==> src/cpr_pkg.sv <==
// ----------------------------------------------------------------------------
// cpr_pkg
// Shared constants, types and helpers for the clock page replacement unit.
// ----------------------------------------------------------------------------
package cpr_pkg;

	localparam int FRAMES   = 16;
	localparam int IDX_W    = (FRAMES > 1) ? $clog2(FRAMES) : 1;
	localparam int CNT_W    = $clog2(FRAMES + 1);
	localparam int PAGE_W   = 20;
	localparam int FIDX_W   = 4;
	localparam int CTR_W    = 32;
	localparam int CFG_W    = 5;
	localparam int CFG_RST  = 16;
	localparam int S_DATA_W = 24;
	localparam int M_DATA_W = 96;

	typedef enum logic [2:0] {
		CMD_NONE,
		CMD_START,
		CMD_SCAN,
		CMD_HIT,
		CMD_FILL,
		CMD_SWEEP,
		CMD_VREAD,
		CMD_EVICT
	} cpr_op_t;

	typedef struct packed {
		cpr_op_t op;
	} cpr_cmd_t;

	typedef struct packed {
		logic hit_now;
		logic scan_last;
		logic hit_found;
		logic free_found;
		logic ref_at_hand;
		logic out_free;
	} cpr_status_t;

	function automatic logic [FIDX_W-1:0] to_fidx(input logic [IDX_W-1:0] idx);
		logic [IDX_W+FIDX_W-1:0] wide;
		wide = {{FIDX_W{1'b0}}, idx};
		return wide[FIDX_W-1:0];
	endfunction

endpackage

==> src/cpr_ram.sv <==
// ----------------------------------------------------------------------------
// cpr_ram
// Generic single-write, single-read RAM with registered read data.
// ----------------------------------------------------------------------------
module cpr_ram #(
	parameter int W = 20,
	parameter int D = 16,
	localparam int AW = (D > 1) ? $clog2(D) : 1
) (
	input  logic          clk,
	input  logic          we,
	input  logic [AW-1:0] waddr,
	input  logic [W-1:0]  wdata,
	input  logic          re,
	input  logic [AW-1:0] raddr,
	output logic [W-1:0]  rdata
);

	logic [W-1:0] mem [D];

	always_ff @(posedge clk) begin
		if (we) begin
			mem[waddr] <= wdata;
		end
		if (re) begin
			rdata <= mem[raddr];
		end
	end

endmodule

==> src/cpr_ctrl.sv <==
// ----------------------------------------------------------------------------
// cpr_ctrl
// Sequencer: tag scan, decision, clock sweep and commit of one access.
// ----------------------------------------------------------------------------
module cpr_ctrl import cpr_pkg::*; (
	input  logic        clk,
	input  logic        arst_n,
	input  logic        s_tvalid,
	output logic        s_tready,
	input  cpr_status_t stat,
	output cpr_cmd_t    cmd
);

	typedef enum logic [2:0] {
		ST_IDLE,
		ST_SCAN,
		ST_DECIDE,
		ST_HIT,
		ST_FILL,
		ST_SWEEP,
		ST_EVICT
	} state_t;

	state_t state_q;
	state_t state_nxt;
	logic   rdy_q;
	logic   rdy_nxt;

	always_comb begin
		state_nxt = state_q;
		rdy_nxt   = rdy_q;
		cmd.op    = CMD_NONE;
		case (state_q)
			ST_IDLE: begin
				if (s_tvalid) begin
					cmd.op    = CMD_START;
					state_nxt = ST_SCAN;
					rdy_nxt   = 1'b0;
				end
			end
			ST_SCAN: begin
				cmd.op = CMD_SCAN;
				if (stat.hit_now || stat.scan_last) begin
					state_nxt = ST_DECIDE;
				end
			end
			ST_DECIDE: begin
				if (stat.hit_found) begin
					state_nxt = ST_HIT;
				end else if (stat.free_found) begin
					state_nxt = ST_FILL;
				end else begin
					state_nxt = ST_SWEEP;
				end
			end
			ST_HIT: begin
				if (stat.out_free) begin
					cmd.op    = CMD_HIT;
					state_nxt = ST_IDLE;
					rdy_nxt   = 1'b1;
				end
			end
			ST_FILL: begin
				if (stat.out_free) begin
					cmd.op    = CMD_FILL;
					state_nxt = ST_IDLE;
					rdy_nxt   = 1'b1;
				end
			end
			ST_SWEEP: begin
				if (stat.ref_at_hand) begin
					cmd.op = CMD_SWEEP;
				end else begin
					cmd.op    = CMD_VREAD;
					state_nxt = ST_EVICT;
				end
			end
			ST_EVICT: begin
				if (stat.out_free) begin
					cmd.op    = CMD_EVICT;
					state_nxt = ST_IDLE;
					rdy_nxt   = 1'b1;
				end
			end
			default: begin
				state_nxt = ST_IDLE;
				rdy_nxt   = 1'b1;
			end
		endcase
	end

	always_ff @(posedge clk or negedge arst_n) begin
		if (!arst_n) begin
			state_q <= ST_IDLE;
			rdy_q   <= 1'b1;
		end else begin
			state_q <= state_nxt;
			rdy_q   <= rdy_nxt;
		end
	end

	assign s_tready = rdy_q;

endmodule

==> src/cpr_dp.sv <==
// ----------------------------------------------------------------------------
// cpr_dp
// Datapath: page RAM, valid and reference bits, hand, counters, result beat.
// ----------------------------------------------------------------------------
module cpr_dp import cpr_pkg::*; (
	input  logic                clk,
	input  logic                arst_n,
	input  logic                cfg_wr_en,
	input  logic [CFG_W-1:0]    cfg_wr_data,
	input  logic [PAGE_W-1:0]   in_page,
	input  cpr_cmd_t            cmd,
	output cpr_status_t         stat,
	input  logic                m_tready,
	output logic                m_tvalid,
	output logic [M_DATA_W-1:0] m_tdata
);

	logic [CFG_W-1:0]  cfg_q;
	logic [CNT_W-1:0]  n_eff;
	logic [CNT_W-1:0]  n_q;
	logic [PAGE_W-1:0] page_q;
	logic [IDX_W-1:0]  hand_q;
	logic [IDX_W-1:0]  hand_adv;
	logic [FRAMES-1:0] valid_q;
	logic [FRAMES-1:0] ref_q;
	logic [CTR_W-1:0]  hits_q;
	logic [CTR_W-1:0]  faults_q;
	logic [CTR_W-1:0]  hits_inc;
	logic [CTR_W-1:0]  faults_inc;
	logic [CNT_W-1:0]  scan_cnt_q;
	logic              scan_issue;
	logic              pipe_vld_s1;
	logic [IDX_W-1:0]  pipe_idx_s1;
	logic              hit_q;
	logic [IDX_W-1:0]  slot_q;
	logic              free_q;
	logic [IDX_W-1:0]  free_idx_q;
	logic              hit_now;
	logic              free_now;

	logic              ram_we;
	logic [IDX_W-1:0]  ram_waddr;
	logic              ram_re;
	logic [IDX_W-1:0]  ram_raddr;
	logic [PAGE_W-1:0] ram_rdata;

	logic              out_vld_q;
	logic              res_hit_q;
	logic [FIDX_W-1:0] res_frame_q;
	logic              res_evict_q;
	logic [PAGE_W-1:0] res_evpage_q;
	logic [CTR_W-1:0]  res_hits_q;
	logic [CTR_W-1:0]  res_faults_q;

	always_comb begin
		if (cfg_q == '0) begin
			n_eff = CNT_W'(1);
		end else if (int'(cfg_q) > FRAMES) begin
			n_eff = CNT_W'(FRAMES);
		end else begin
			n_eff = CNT_W'(cfg_q);
		end
	end

	assign hand_adv   = (int'(hand_q) + 1 >= int'(n_q)) ? '0 : hand_q + 1'b1;
	assign hits_inc   = (&hits_q) ? hits_q : hits_q + 1'b1;
	assign faults_inc = (&faults_q) ? faults_q : faults_q + 1'b1;
	assign scan_issue = (cmd.op == CMD_SCAN) && (scan_cnt_q < n_q);
	assign hit_now    = pipe_vld_s1 && valid_q[pipe_idx_s1] && (ram_rdata == page_q);
	assign free_now   = pipe_vld_s1 && !valid_q[pipe_idx_s1];

	assign stat.hit_now     = hit_now;
	assign stat.scan_last   = pipe_vld_s1 && (CNT_W'(pipe_idx_s1) == n_q - 1'b1);
	assign stat.hit_found   = hit_q;
	assign stat.free_found  = free_q;
	assign stat.ref_at_hand = ref_q[hand_q];
	assign stat.out_free    = !out_vld_q || m_tready;

	assign ram_we    = (cmd.op == CMD_FILL) || (cmd.op == CMD_EVICT);
	assign ram_waddr = (cmd.op == CMD_FILL) ? free_idx_q : hand_q;
	assign ram_re    = scan_issue || (cmd.op == CMD_VREAD);
	assign ram_raddr = (cmd.op == CMD_VREAD) ? hand_q : scan_cnt_q[IDX_W-1:0];

	cpr_ram #(
		.W(PAGE_W),
		.D(FRAMES)
	) u_page_ram (
		.clk   (clk),
		.we    (ram_we),
		.waddr (ram_waddr),
		.wdata (page_q),
		.re    (ram_re),
		.raddr (ram_raddr),
		.rdata (ram_rdata)
	);

	// control state
	always_ff @(posedge clk or negedge arst_n) begin
		if (!arst_n) begin
			cfg_q       <= CFG_W'(CFG_RST);
			hand_q      <= '0;
			valid_q     <= '0;
			ref_q       <= '0;
			hits_q      <= '0;
			faults_q    <= '0;
			pipe_vld_s1 <= 1'b0;
			out_vld_q   <= 1'b0;
		end else begin
			if (cfg_wr_en) begin
				cfg_q <= cfg_wr_data;
			end
			if (m_tready) begin
				out_vld_q <= 1'b0;
			end
			pipe_vld_s1 <= scan_issue;
			case (cmd.op)
				CMD_START: begin
					if (int'(hand_q) >= int'(n_eff)) begin
						hand_q <= '0;
					end
				end
				CMD_HIT: begin
					ref_q[slot_q] <= 1'b1;
					hits_q        <= hits_inc;
					out_vld_q     <= 1'b1;
				end
				CMD_FILL: begin
					valid_q[free_idx_q] <= 1'b1;
					ref_q[free_idx_q]   <= 1'b1;
					faults_q            <= faults_inc;
					out_vld_q           <= 1'b1;
				end
				CMD_SWEEP: begin
					ref_q[hand_q] <= 1'b0;
					hand_q        <= hand_adv;
				end
				CMD_EVICT: begin
					ref_q[hand_q] <= 1'b1;
					hand_q        <= hand_adv;
					faults_q      <= faults_inc;
					out_vld_q     <= 1'b1;
				end
				default: begin
				end
			endcase
		end
	end

	// scan flags
	always_ff @(posedge clk or negedge arst_n) begin
		if (!arst_n) begin
			hit_q  <= 1'b0;
			free_q <= 1'b0;
		end else if (cmd.op == CMD_START) begin
			hit_q  <= 1'b0;
			free_q <= 1'b0;
		end else if (cmd.op == CMD_SCAN) begin
			if (hit_now && !hit_q) begin
				hit_q <= 1'b1;
			end
			if (free_now && !free_q) begin
				free_q <= 1'b1;
			end
		end
	end

	// payload
	always_ff @(posedge clk) begin
		pipe_idx_s1 <= scan_cnt_q[IDX_W-1:0];
		case (cmd.op)
			CMD_START: begin
				page_q     <= in_page;
				n_q        <= n_eff;
				scan_cnt_q <= '0;
			end
			CMD_SCAN: begin
				if (scan_issue) begin
					scan_cnt_q <= scan_cnt_q + 1'b1;
				end
				if (hit_now && !hit_q) begin
					slot_q <= pipe_idx_s1;
				end
				if (free_now && !free_q) begin
					free_idx_q <= pipe_idx_s1;
				end
			end
			CMD_HIT: begin
				res_hit_q    <= 1'b1;
				res_frame_q  <= to_fidx(slot_q);
				res_evict_q  <= 1'b0;
				res_evpage_q <= '0;
				res_hits_q   <= hits_inc;
				res_faults_q <= faults_q;
			end
			CMD_FILL: begin
				res_hit_q    <= 1'b0;
				res_frame_q  <= to_fidx(free_idx_q);
				res_evict_q  <= 1'b0;
				res_evpage_q <= '0;
				res_hits_q   <= hits_q;
				res_faults_q <= faults_inc;
			end
			CMD_EVICT: begin
				res_hit_q    <= 1'b0;
				res_frame_q  <= to_fidx(hand_q);
				res_evict_q  <= 1'b1;
				res_evpage_q <= ram_rdata;
				res_hits_q   <= hits_q;
				res_faults_q <= faults_inc;
			end
			default: begin
			end
		endcase
	end

	assign m_tvalid = out_vld_q;
	assign m_tdata  = {6'b0, res_faults_q, res_hits_q, res_evpage_q,
		res_evict_q, res_frame_q, res_hit_q};

endmodule

==> src/clock_page_replacement.sv <==
// ----------------------------------------------------------------------------
// clock_page_replacement
// Clock (second chance) page replacement unit with hit and fault counters.
// ----------------------------------------------------------------------------
//  channel   dir  width  contents
//  s_*       in   24     vpage[19:0]
//  m_*       out  96     was_hit, frame_no, evicted, evicted_page,
//                        hit_total, fault_total
//  cfg_wr_*  in   5      frames_in_use
//
//  One access at a time: the tag scan reads the page RAM one entry a cycle
//  and the sweep visits one frame a cycle.
//  Reset clears valid and reference bits, hand and counters at once.
//  A waiting result beat stalls only the commit step of the following access.
// ----------------------------------------------------------------------------
module clock_page_replacement import cpr_pkg::*; (
	input  logic                clk,
	input  logic                arst_n,
	input  logic                cfg_wr_en,
	input  logic [CFG_W-1:0]    cfg_wr_data,
	input  logic                s_tvalid,
	output logic                s_tready,
	input  logic [S_DATA_W-1:0] s_tdata,   // [19:0] vpage
	output logic                m_tvalid,
	input  logic                m_tready,
	output logic [M_DATA_W-1:0] m_tdata    // [0] was_hit, [4:1] frame_no,
	                                       // [5] evicted, [25:6] evicted_page,
	                                       // [57:26] hit_total, [89:58] fault_total
);

	cpr_cmd_t    cmd;
	cpr_status_t stat;

	cpr_ctrl u_ctrl (
		.clk      (clk),
		.arst_n   (arst_n),
		.s_tvalid (s_tvalid),
		.s_tready (s_tready),
		.stat     (stat),
		.cmd      (cmd)
	);

	cpr_dp u_dp (
		.clk         (clk),
		.arst_n      (arst_n),
		.cfg_wr_en   (cfg_wr_en),
		.cfg_wr_data (cfg_wr_data),
		.in_page     (s_tdata[PAGE_W-1:0]),
		.cmd         (cmd),
		.stat        (stat),
		.m_tready    (m_tready),
		.m_tvalid    (m_tvalid),
		.m_tdata     (m_tdata)
	);

endmodule

==> config.mk <==
export PLATFORM = sky130hd
export DESIGN_NAME = clock_page_replacement
export DESIGN_NICKNAME = d
export VERILOG_FILES = /design/src/cpr_pkg.sv /design/src/cpr_ram.sv /design/src/cpr_ctrl.sv /design/src/cpr_dp.sv /design/src/clock_page_replacement.sv
export SDC_FILE = /design/constraint.sdc
export NUM_CORES = 1
export LEC_CHECK = 0
export BUFFER_PORTS_ARGS = -buffer_cell sky130_fd_sc_hd__buf_2
export CAP_MARGIN = 20
export CORE_ASPECT_RATIO = 1.2
export CORE_MARGIN = 2
export CORE_UTILIZATION = 61
export DETAILED_ROUTE_END_ITERATION = 6
export PLACE_DENSITY = 0.78
export SYNTH_ARGS = -nofsm -noshare
export SYNTH_HDL_FRONTEND = slang
export SYNTH_SLANG_ARGS = --single-unit
==> constraint.sdc <==
create_clock -name clk -period 4.05 [get_ports clk]
set_input_delay 0.405 -clock clk [delete_from_list [all_inputs] [get_ports clk]]
set_output_delay 0.405 -clock clk [all_outputs]
set_load 0.02 [all_outputs]
==> After elaboration in Yosys (flattened, before gate mapping) <==
Memories as Yosys holds them, arrays and structs flattened. A register that Yosys moved wholly into a read port is not among the register bits.
Cells that the tools add are included.
{ "word_totals": {"regBits": 245, "ramBits": 320, "input_bits": 34, "output_inout_bits": 98, "wordCells": 169, "mem_count": 1} }
{ "classes": {"n_addsub": 6, "magnitude_cmp": 11, "eq_ne": 21, "n_mux": 54, "n_bitwise": 7, "n_reduce_logical": 45} }
{ "mem_list": {"columns": ["name", "words", "width", "read_ports", "rd_clocked_by_memory_dff", "write_ports", "line", "rtl"], "rows": [
  ["u_dp.u_page_ram.mem", 16, 20, 1, 1, 1, "cpr_ram.sv:19", "logic [W-1:0] mem [D];"]
]} }
{ "ops": {"columns": ["operator", "count"], "rows": [
  ["$pmux 32 s2", 2],
  ["$add 32x1->32 const B", 2],
  ["$mux 32", 2],
  ["$or 16x16->16", 4],
  ["$pmux 16 s4", 1],
  ["$reduce_and 32->1", 2],
  ["$pmux 20 s2", 1],
  ["$ge 32x6->1", 1],
  ["$eq 3x3->1 const B", 7],
  ["$mux 3", 7],
  ["$eq 20x20->1", 1],
  ["$lt 4x5->1 const B", 4],
  ["$mux 1", 19],
  ["$pmux 3 s6", 1],
  ["$and 16x16->16", 1],
  ["$mux 4", 4],
  ["$not 16->16", 1],
  ["$mux 5", 3],
  ["$pmux 3 s5", 1],
  ["$reduce_bool 2->1", 7],
  ["$demux 1 s4", 3],
  ["$eq 3x2->1 const B", 4],
  ["$ge 4x1->1 const B", 3],
  ["$pmux 4 s3", 1],
  ["30 further kinds", 62]
]} }

==> Longest topological paths before layout <==
Gate-level depths: netlist (run 1).
{ "depth": {"ltp_word": 8, "mapped_depth": 13, "ltp_nobuf": 11} }

==> By module <==
From an unflattened synthesis (run 1), not the netlist that was laid out.
{ "unflattened": {"hier_cells": 1492, "area_unflattened_um2": 24269.5} }
{ "modules_own_cells": {"columns": ["mod", "n_inst", "cells_per_inst", "area_per_inst_um2", "seq_area_each_um2"], "rows": [
  ["cpr_ram", 1, 533, 12731.0, 10209.8],
  ["cpr_dp", 1, 916, 11188.2, 6652.6],
  ["cpr_ctrl", 1, 43, 350.3, 101.3]
]} }

==> Worst setup path before layout (run 1) <==
Ideal clock, no wire load.
{ "synth_timing": {"kind": "register -> register", "from": "register u_dp.hand_q[3]", "to": "register u_dp.u_page_ram.rdata[17], read port of u_dp.u_page_ram.mem (data pin)", "arrival_time_ns": 2.813, "path_slack_ns": 0.966, "path_stages_with_launch": 11, "n_path_buf": 3, "cell_sequence": "dfrtp_1 -> buf_4 -> mux2_1 -> mux4_2 -> nor3_4 -> buf_6 -> nor2_2 -> buf_2 -> a311oi_1 -> o221ai_1 -> or4b_1"} }
{ "synth_via": {"elab_chain_len": 7, "elab_cells_between_ends": 9, "cone_classes": "eq/ne (2); mux (5); reduce/logical (2)"} }
{ "synth_rtl": {"columns": ["element", "line", "rtl"], "rows": [
  ["start, declared", "cpr_dp.sv:22", "logic [IDX_W-1:0] hand_q;"],
  ["start signal, assigned", "cpr_dp.sv:135", "hand_q <= hand_adv;"],
  ["start signal, assigned", "cpr_dp.sv:139", "hand_q <= hand_adv;"],
  ["$bmux 1 s4", "cpr_dp.sv:76", "assign stat.ref_at_hand = ref_q[hand_q];"],
  ["$mux 1 (not written as such)", "cpr_dp.sv:76", null],
  ["$mux 2", "cpr_ctrl.sv:71", "if (stat.ref_at_hand) begin"],
  ["$pmux 3 s6", "cpr_ctrl.sv:33", "case (state_q)"],
  ["$eq 3x2->1", "cpr_dp.sv:68", "assign scan_issue = (cmd.op == CMD_SCAN) && (scan_cnt_q < n_q);"],
  ["$logic_and 1x1->1", "cpr_dp.sv:68", null],
  ["$logic_or 1x1->1", "cpr_dp.sv:81", "assign ram_re = scan_issue || (cmd.op == CMD_VREAD);"],
  ["end, declared", "cpr_ram.sv:16", "output logic [W-1:0] rdata"]
]} }
Parallel ways exist; a longest one is shown, timed or not. The select of a mux whose other input is x is not followed.
A chain may end at the register's enable or synchronous reset.

==> Worst setup path after layout (run 1) <==
{ "layout_timing": {"from": "register u_dp.hand_q[3]", "to": "register u_dp.u_page_ram.rdata[14], read port of u_dp.u_page_ram.mem (data pin)"} }
The elaborated chain is that of the path after synthesis.

==> results.py, run 1 <==
metrics = {
    "cells_and_area": {
        "area_growth_pct": 14.3,
        "fillers": 2887,
        "multi_input_area_mm2": 0.00844,
        "drive_gt1_share_pct": 15.6,
        "regArea_mm2": 0.0170,
        "layout.nets": 2290,
        "fin_util_pct": 70.1,
    },
    "sta": {
        "hold_violations": 0,
        "fmax_ghz": 0.260,
        "fin_crit_sh_pct": 95.0,
        "slew_viol_final": 0,
        "fin_ws_ps": 201,
        "rsz0062_at_grt": "false",
        "holdWs_ps": 27.8,
        "skew_ps": 34.2,
        "worstMarginPinSlew_ps": 1120,
        "setup_viol_count_final": 0,
        "setup_tns_ps": 0,
        "layout_min_cycle_time_ps": 3850,
        "max_slew_margin_pct": 25.6,
    },
    "placed_design": {
        "gp_congestion": 0.945,
        "hpwl_mm": 43.9,
        "place_ws_ps": 331,
        "io_buffer_count": 121,
    },
    "worst_setup_path": {
        "crit_chain": "mux2_2, mux4_2, nor3_4, buf_12, buf_4, nor4b_1, clkbuf_2, a2bb2o_1, nand4_1, or4_1",
        "path_max_fanout": 26,
        "path_class": "reg -> reg",
        "required_ps": 4410,
        "r2r_start": "u_dp.hand_q[3]$_DFFE_PN0P_",
        "crit_arrival_ps": 4210,
        "cp-end-kind": "flop",
        "r2r_end": "u_dp.u_page_ram.rdata[14]$_DFFE_PP_",
        "crit_buf_inv": 3,
        "cp_slowest_cell": "dfrtp_1",
        "max_stage_delay_ps": 700,
        "critPathTopFamily": "simple AND/OR/NAND/NOR gates",
        "regToRegSetupSlack_ps": 200,
        "startpoint_type": "flop",
        "r2r_cells": 10,
    },
    "synth": {
        "synth-main-ff-cell": "edfxtp_1",
        "synth_area_per_cell_um2": 12.5,
        "yosysSeqAreaShare_pct": 64.9,
        "yosys_warnings": 0,
        "yosys-mux-area-fraction_pct": 1.67,
        "ys_types": 75,
        "synth_simple_gate_area_share_pct": 13.6,
        "synth_top_family_by_area": "simple AND/OR/NAND/NOR gates",
        "async_flop_share_pct": 19.3,
        "synth_edf_count": 468,
        "netlist_area_mm2": 0.0261,
        "synth-xor-area-share_pct": 4.06,
        "synth_fa_ha_area_share_pct": 1.01,
        "synthCells": 2089,
        "synth-compound-area-share_pct": 11.6,
        "ys_seq_elements": 585,
    },
    "clock_tree": {
        "cts_root_buf": "clkbuf_16",
        "cts_inserted_buffers": 55,
        "ctsResizeCount": 0,
        "cts_tree": "done",
        "clk_pin_slew_ps": 70,
        "cts_sinks": 585,
        "cts_max_level": 2,
        "clockBufferDepth": 3,
        "insertion_delay_ps": 640,
    },
    "hold_path": {
        "whs_endpoint": "u_dp.cfg_q[3]$_DFFE_PN0P_",
        "hp-start": "cfg_wr_data[3]",
        "hold_path_depth": 2,
        "min_path_type": "in -> reg",
    },
    "floorplan": {
        "die-area_mm2": 0.0445,
        "die_x_um": 193,
        "initial_core_util_pct": 61.3,
        "core_area_mm2": 0.0426,
        "die_h_um": 231,
        "num_rows": 83,
        "ios": 132,
    },
    "run": {
        "cap_violations": 0,
    },
    "global_route": {
        "grt_pass1_vias": 18369,
        "gr-total-overflow": 0,
        "grt_usage_pct": 30.5,
        "grt_max_degree": 75,
        "antenna_found_initial": 1,
        "grt_first_pass_wirelength_mm": 103,
    },
    "detailed_routing": {
        "drtPass1Iterations": 6,
        "wl_per_cell_um": 23.7,
        "drtIter0Drc": 2302,
        "vias": 18687,
        "antenna_left": 0,
        "wl_mm": 67.3,
        "avgViaCountPerCell": 6.59,
        "drc": 0,
    },
    "pwr": {
        "powerDensity_mw_per_mm2": 662,
        "p_total_mw": 19.8,
        "p_leak_nw": 11.0,
        "ir_drop_mv": 0.612,
    },
    "outcome": {
        "run_status": "completed",
    },
}
routing by layer:
| layer | wire length, um | global-route usage (%) | part of all wire, % | vias up |
|---|---|---|---|---|
| li1 | - | - | - | 8174 |
| met1 | 25100 | 39.2 | 37 | 9230 |
| met2 | 33000 | 49.9 | 49 | 1073 |
| met3 | 6080 | 5.62 | 9.0 | 208 |
| met4 | 3050 | 15.2 | 4.5 | 2 |
| met5 | 69 | 1.13 | 0.10 | - |
kinds of logic after synthesis:
group,Yosys count
compound gates,444
fa+ha+maj,21
simple gates,697
xor+xnor,121
other cells,1
buf+inv,188
mux,32
flops,585
through the flow:
| stage | cells | cell area [um2] |
|---|---|---|
| final | 2835 | 29900 |
| after CTS | 2833 | 29900 |
| after global routing | 2834 | 29900 |
| after global placement | 2705 | 27600 |
| after floorplan | 2094 | 26100 |
| after detailed placement | 2707 | 27600 |
cells in the final DEF (no fill, tap or decap), drive strengths merged, types with 54 or more instances in the layout:
master,count
edfxtp,468
buf,216
nand2,195
nand3,160
o21ai,157
dfrtp,111
nor2,86
xnor2,83
clkbuf,68
nand4,55
and3,54
a22oi,54
Yosys cell counts (6+ instances only):
library cell / number / share of area (%)
edfxtp_1: 468 / 54
nand2_1: 195 / 2.8
nand3_1: 160 / 3.1
o21ai_0: 156 / 3.0
dfrtp_1: 111 / 11
clkbuf_1: 101 / 1.5
nor2_1: 85 / 1.2
xnor2_1: 83 / 2.8
nand4_1: 55 / 1.3
a22oi_1: 54 / 1.6
and3_1: 54 / 1.3
a22o_1: 43 / 1.4
xor2_1: 38 / 1.3
nand2b_1: 37 / 0.89
a21oi_1: 35 / 0.67
inv_1: 33 / 0.47
buf_2: 24 / 0.46
ha_1: 21 / 1.0
a211oi_1: 20 / 0.57
a2bb2o_1: 20 / 0.77
nor3_1: 19 / 0.36
a21boi_0: 18 / 0.52
a21o_1: 18 / 0.52
a311oi_1: 17 / 0.57
nor4_1: 17 / 0.41
or4_1: 14 / 0.40
a31oi_1: 12 / 0.29
and4_1: 12 / 0.40
buf_1: 12 / 0.17
buf_4: 12 / 0.34
mux2i_1: 12 / 0.46
mux2_2: 11 / 0.47
nor4b_1: 11 / 0.37
nor2b_1: 9 / 0.22
o22ai_1: 9 / 0.22
mux4_2: 8 / 0.69
nand4b_1: 7 / 0.23
and2_1: 6 / 0.14
o21bai_1: 6 / 0.17
state kept, by name, indices dropped and copies added, names as in the netlist, 4 cells and up:
register,count
u_dp.scan_cnt_q,5
u_dp.n_q,5
u_dp.free_idx_q,4
u_dp.u_page_ram.mem,320
u_dp.res_evpage_q,20
u_dp.slot_q,4
u_dp.page_q,20
u_dp.res_hits_q,32
u_dp.res_faults_q,32
u_dp.hand_q,4
u_dp.ref_q,16
u_dp.hits_q,32
u_dp.u_page_ram.rdata,20
u_dp.faults_q,32
u_dp.cfg_q,5
u_dp.pipe_idx_s1,4
u_dp.res_frame_q,4
u_dp.valid_q,16
layout make-up:
type	count	share of cell area, %
timing repair buffer	239	5.50
sequential	585	56.8
tap	552	2.31
antenna	1	0.00838
clock buffer	67	4.76
multi-input combinational	1321	28.3
inverter	33	0.415
clock inverter	37	1.94
power breakdown:
group / total (mW) / switching (mW) / internal [mW]
combinational: 5.74 / 3.74 / 2.00
sequential: 8.35 / 0.646 / 7.70
clock: 5.68 / 2.27 / 3.41
worst max path at each step:
stage                                          start                             endpoint  slack, ps  cells after the start
after CTS                 u_dp.hand_q[3]$_DFFE_PN0P_  u_dp.u_page_ram.rdata[14]$_DFFE_PP_        330                      9
after detailed placement  u_dp.hand_q[3]$_DFFE_PN0P_  u_dp.u_page_ram.rdata[11]$_DFFE_PP_        330                      9
after global placement    u_dp.hand_q[3]$_DFFE_PN0P_  u_dp.u_page_ram.rdata[14]$_DFFE_PP_        420                      9
after floorplan           u_dp.hand_q[3]$_DFFE_PN0P_  u_dp.u_page_ram.rdata[17]$_DFFE_PP_        970                     10
final                     u_dp.hand_q[3]$_DFFE_PN0P_  u_dp.u_page_ram.rdata[14]$_DFFE_PP_        200                     10
after global routing      u_dp.hand_q[3]$_DFFE_PN0P_  u_dp.u_page_ram.rdata[14]$_DFFE_PP_         40                     10
what timing repair did:
action,in CTS,in global routing
buffers inserted,0,0
hold buffers,22,0
endpoints found under the hold margin,83,0
(Power assumes the default switching activity.)
==> run 2: changes to the inputs <==
- CORE_ASPECT_RATIO: 1.2 -> 1.25
- CORE_MARGIN: 2 -> default
==> run 2 against run 1 <==
Effect of this change:
- the run now ends with negative hold slack left
- clock power is 11% lower
- maximum frequency is 1.5% lower
- via count is 1.4% lower
- clock-buffer cell count is 3 lower
- flip-flop and latch count stayed put
- combinational power is 3% lower
- critical path type unchanged
- critical endpoint is now u_dp.u_page_ram.rdata[12]$_DFFE_PP_
- highest routed layer unchanged
==> results.py, run 2 (same netlist as run 1, synthesis figures left out) <==
metrics = {
    "outcome": {
        "run_status": "complete, but fails checks",
        "violations": "negative hold slack",
    },
    "worst_setup_path": {
        "required_ps": 4410,
        "cp_slowest_cell": "dfrtp_1",
        "crit_chain": "buf_4, mux2i_1, mux4_2, and2_4, buf_4, o41a_1, buf_4, a21oi_1, or4_1",
        "cpMostUsedCell": "buf_4",
        "startpoint_type": "flop",
        "cp-end-kind": "flop",
        "crit_arrival_ps": 4270,
        "path_max_fanout": 40,
        "path_class": "reg -> reg",
        "max_stage_delay_ps": 570,
    },
    "cells_and_area": {
        "largest-register": "u_dp.u_page_ram.mem",
        "antenna_cells": 0,
        "area_growth_pct": 12.8,
        "drive_gt1_share_pct": 14.7,
        "final_common_cell": "edfxtp_1",
        "most-common-layout-cells": "468 x edfxtp_1, 194 x nand2_1, 160 x nand3_1",
        "largest_reg_flops": 320,
        "layout.nets": 2276,
    },
    "detailed_routing": {
        "antenna_left": 0,
        "wl_per_cell_um": 23.1,
        "drc": 0,
        "drtPass1Iterations": 6,
        "avgViaCountPerCell": 6.53,
        "vias": 18417,
        "drtIter0Drc": 2138,
        "wl_mm": 65.0,
    },
    "pwr": {
        "ir_drop_mv": 0.498,
        "p_leak_nw": 10.8,
        "p_total_mw": 19.0,
        "powerDensity_mw_per_mm2": 645,
    },
    "floorplan": {
        "die_x_um": 187,
        "initial_core_util_pct": 62.0,
        "die_h_um": 233,
        "die-area_mm2": 0.0437,
        "num_rows": 84,
        "core_area_mm2": 0.0421,
        "ios": 132,
    },
    "placed_design": {
        "io_buffer_count": 121,
        "gp_congestion": 0.947,
        "hpwl_mm": 42.5,
    },
    "global_route": {
        "grt_max_degree": 88,
        "grt_busiest_layer": "met2",
        "grt_pass1_vias": 18121,
        "gr-total-overflow": 0,
        "grt_first_pass_wirelength_mm": 100,
        "met3_usage_pct": 4.66,
        "antenna_found_initial": 1,
        "use_met1_pct": 36.9,
        "grt_usage_pct": 30.0,
        "gr-usage-met2_pct": 50.4,
    },
    "clock_tree": {
        "cts_inserted_buffers": 55,
        "cts_sinks": 585,
        "clk_pin_slew_ps": 60,
        "clockBufferDepth": 3,
        "insertion_delay_ps": 630,
        "postCtsSetupRepairBufs": 0,
        "cts_root_buf": "clkbuf_16",
        "cts_tree": "done",
        "cts_max_level": 2,
    },
    "sta": {
        "fmax_ghz": 0.256,
        "fin_crit_sh_pct": 96.5,
        "setup_viol_count_final": 0,
        "layout_min_cycle_time_ps": 3910,
        "setup_tns_ps": 0,
        "worstMarginPinSlew_ps": 1060,
        "hold_violations": 1,
        "holdWs_ps": -10.0,
        "slew_viol_final": 0,
        "max_slew_margin_pct": 28.8,
        "rsz0062_at_grt": "false",
        "skew_ps": 28.0,
    },
    "hold_path": {
        "min_path_type": "in -> reg",
    },
    "run": {
        "cap_violations": 0,
    },
}
-- run 2: power breakdown --
part	internal, mW	switching [mW]
registers	7.71	0.684
logic	1.96	3.63
clock network	2.86	2.18
total	12.5	6.49
-- run 2: layout make-up --
class | count | area, um2
clock buffer | 64 | 1410
clock inverter | 33 | 329
fill | 2871 | 12700
inverter | 33 | 124
multi-input combinational | 1321 | 8440
sequential | 585 | 17000
tap | 559 | 699
timing repair buffer | 225 | 1500
-- run 2: critical path: cells and delay by family (launching register included) --
kind            cells  cell delay (ps)
simple gates        2             1030
buf+inv             3              860
mux                 2              620
flops               1              570
compound gates      2              530
-- run 2: repair_timing --
| action | in CTS | in global routing |
|---|---|---|
| resized for setup | 0 | 1 |
| hold buffers | 20 | 0 |
| endpoints found under the setup margin | 0 | 5 |
| endpoints found under the hold margin | 79 | 0 |
-- run 2: metal layers --
layer  wire, um  vias to the layer above
met5         13                        -
met4       3650                        2
met3       5550                      259
met2      32000                     1063
met1      23800                     8943
li1           -                     8150
-- run 2: worst paths after layout --
path | slack (ps) | endpoint | from | depth (start not counted)
min in group asynchronous | 450 | u_dp.hits_q[27]$_DFFE_PN0P_ | arst_n | 2
max in group asynchronous | 2790 | u_dp.faults_q[25]$_DFFE_PN0N_ | arst_n | 3
min | -10 | u_dp.page_q[6]$_DFFE_PN_ | s_tdata[6] | 1
min reg2reg | 470 | u_dp.valid_q[0]$_DFFE_PN0P_ | u_dp.valid_q[0]$_DFFE_PN0P_ | 1
max reg2reg | 140 | u_dp.u_page_ram.rdata[12]$_DFFE_PP_ | u_dp.hand_q[3]$_DFFE_PN0P_ | 9
max | 140 | u_dp.u_page_ram.rdata[12]$_DFFE_PP_ | u_dp.hand_q[3]$_DFFE_PN0P_ | 9
-- run 2: metrics by stage --
step | std cells | cell area, um2 | hold WS (ps) | worst slack (ps) | util, %
final | 2820 | 29500 | -10.0 | 141 | 69.9
after global routing | 2820 | 29500 | 1.77 | 16.3 | 69.9
after CTS | 2819 | 29500 | 1.46 | 190 | 69.9
after detailed placement | 2702 | 27500 | 444 | 183 | 65.3
after global placement | 2699 | 27500 | 434 | 355 | 65.2
after floorplan | 2094 | 26100 | 109 | 966 | -
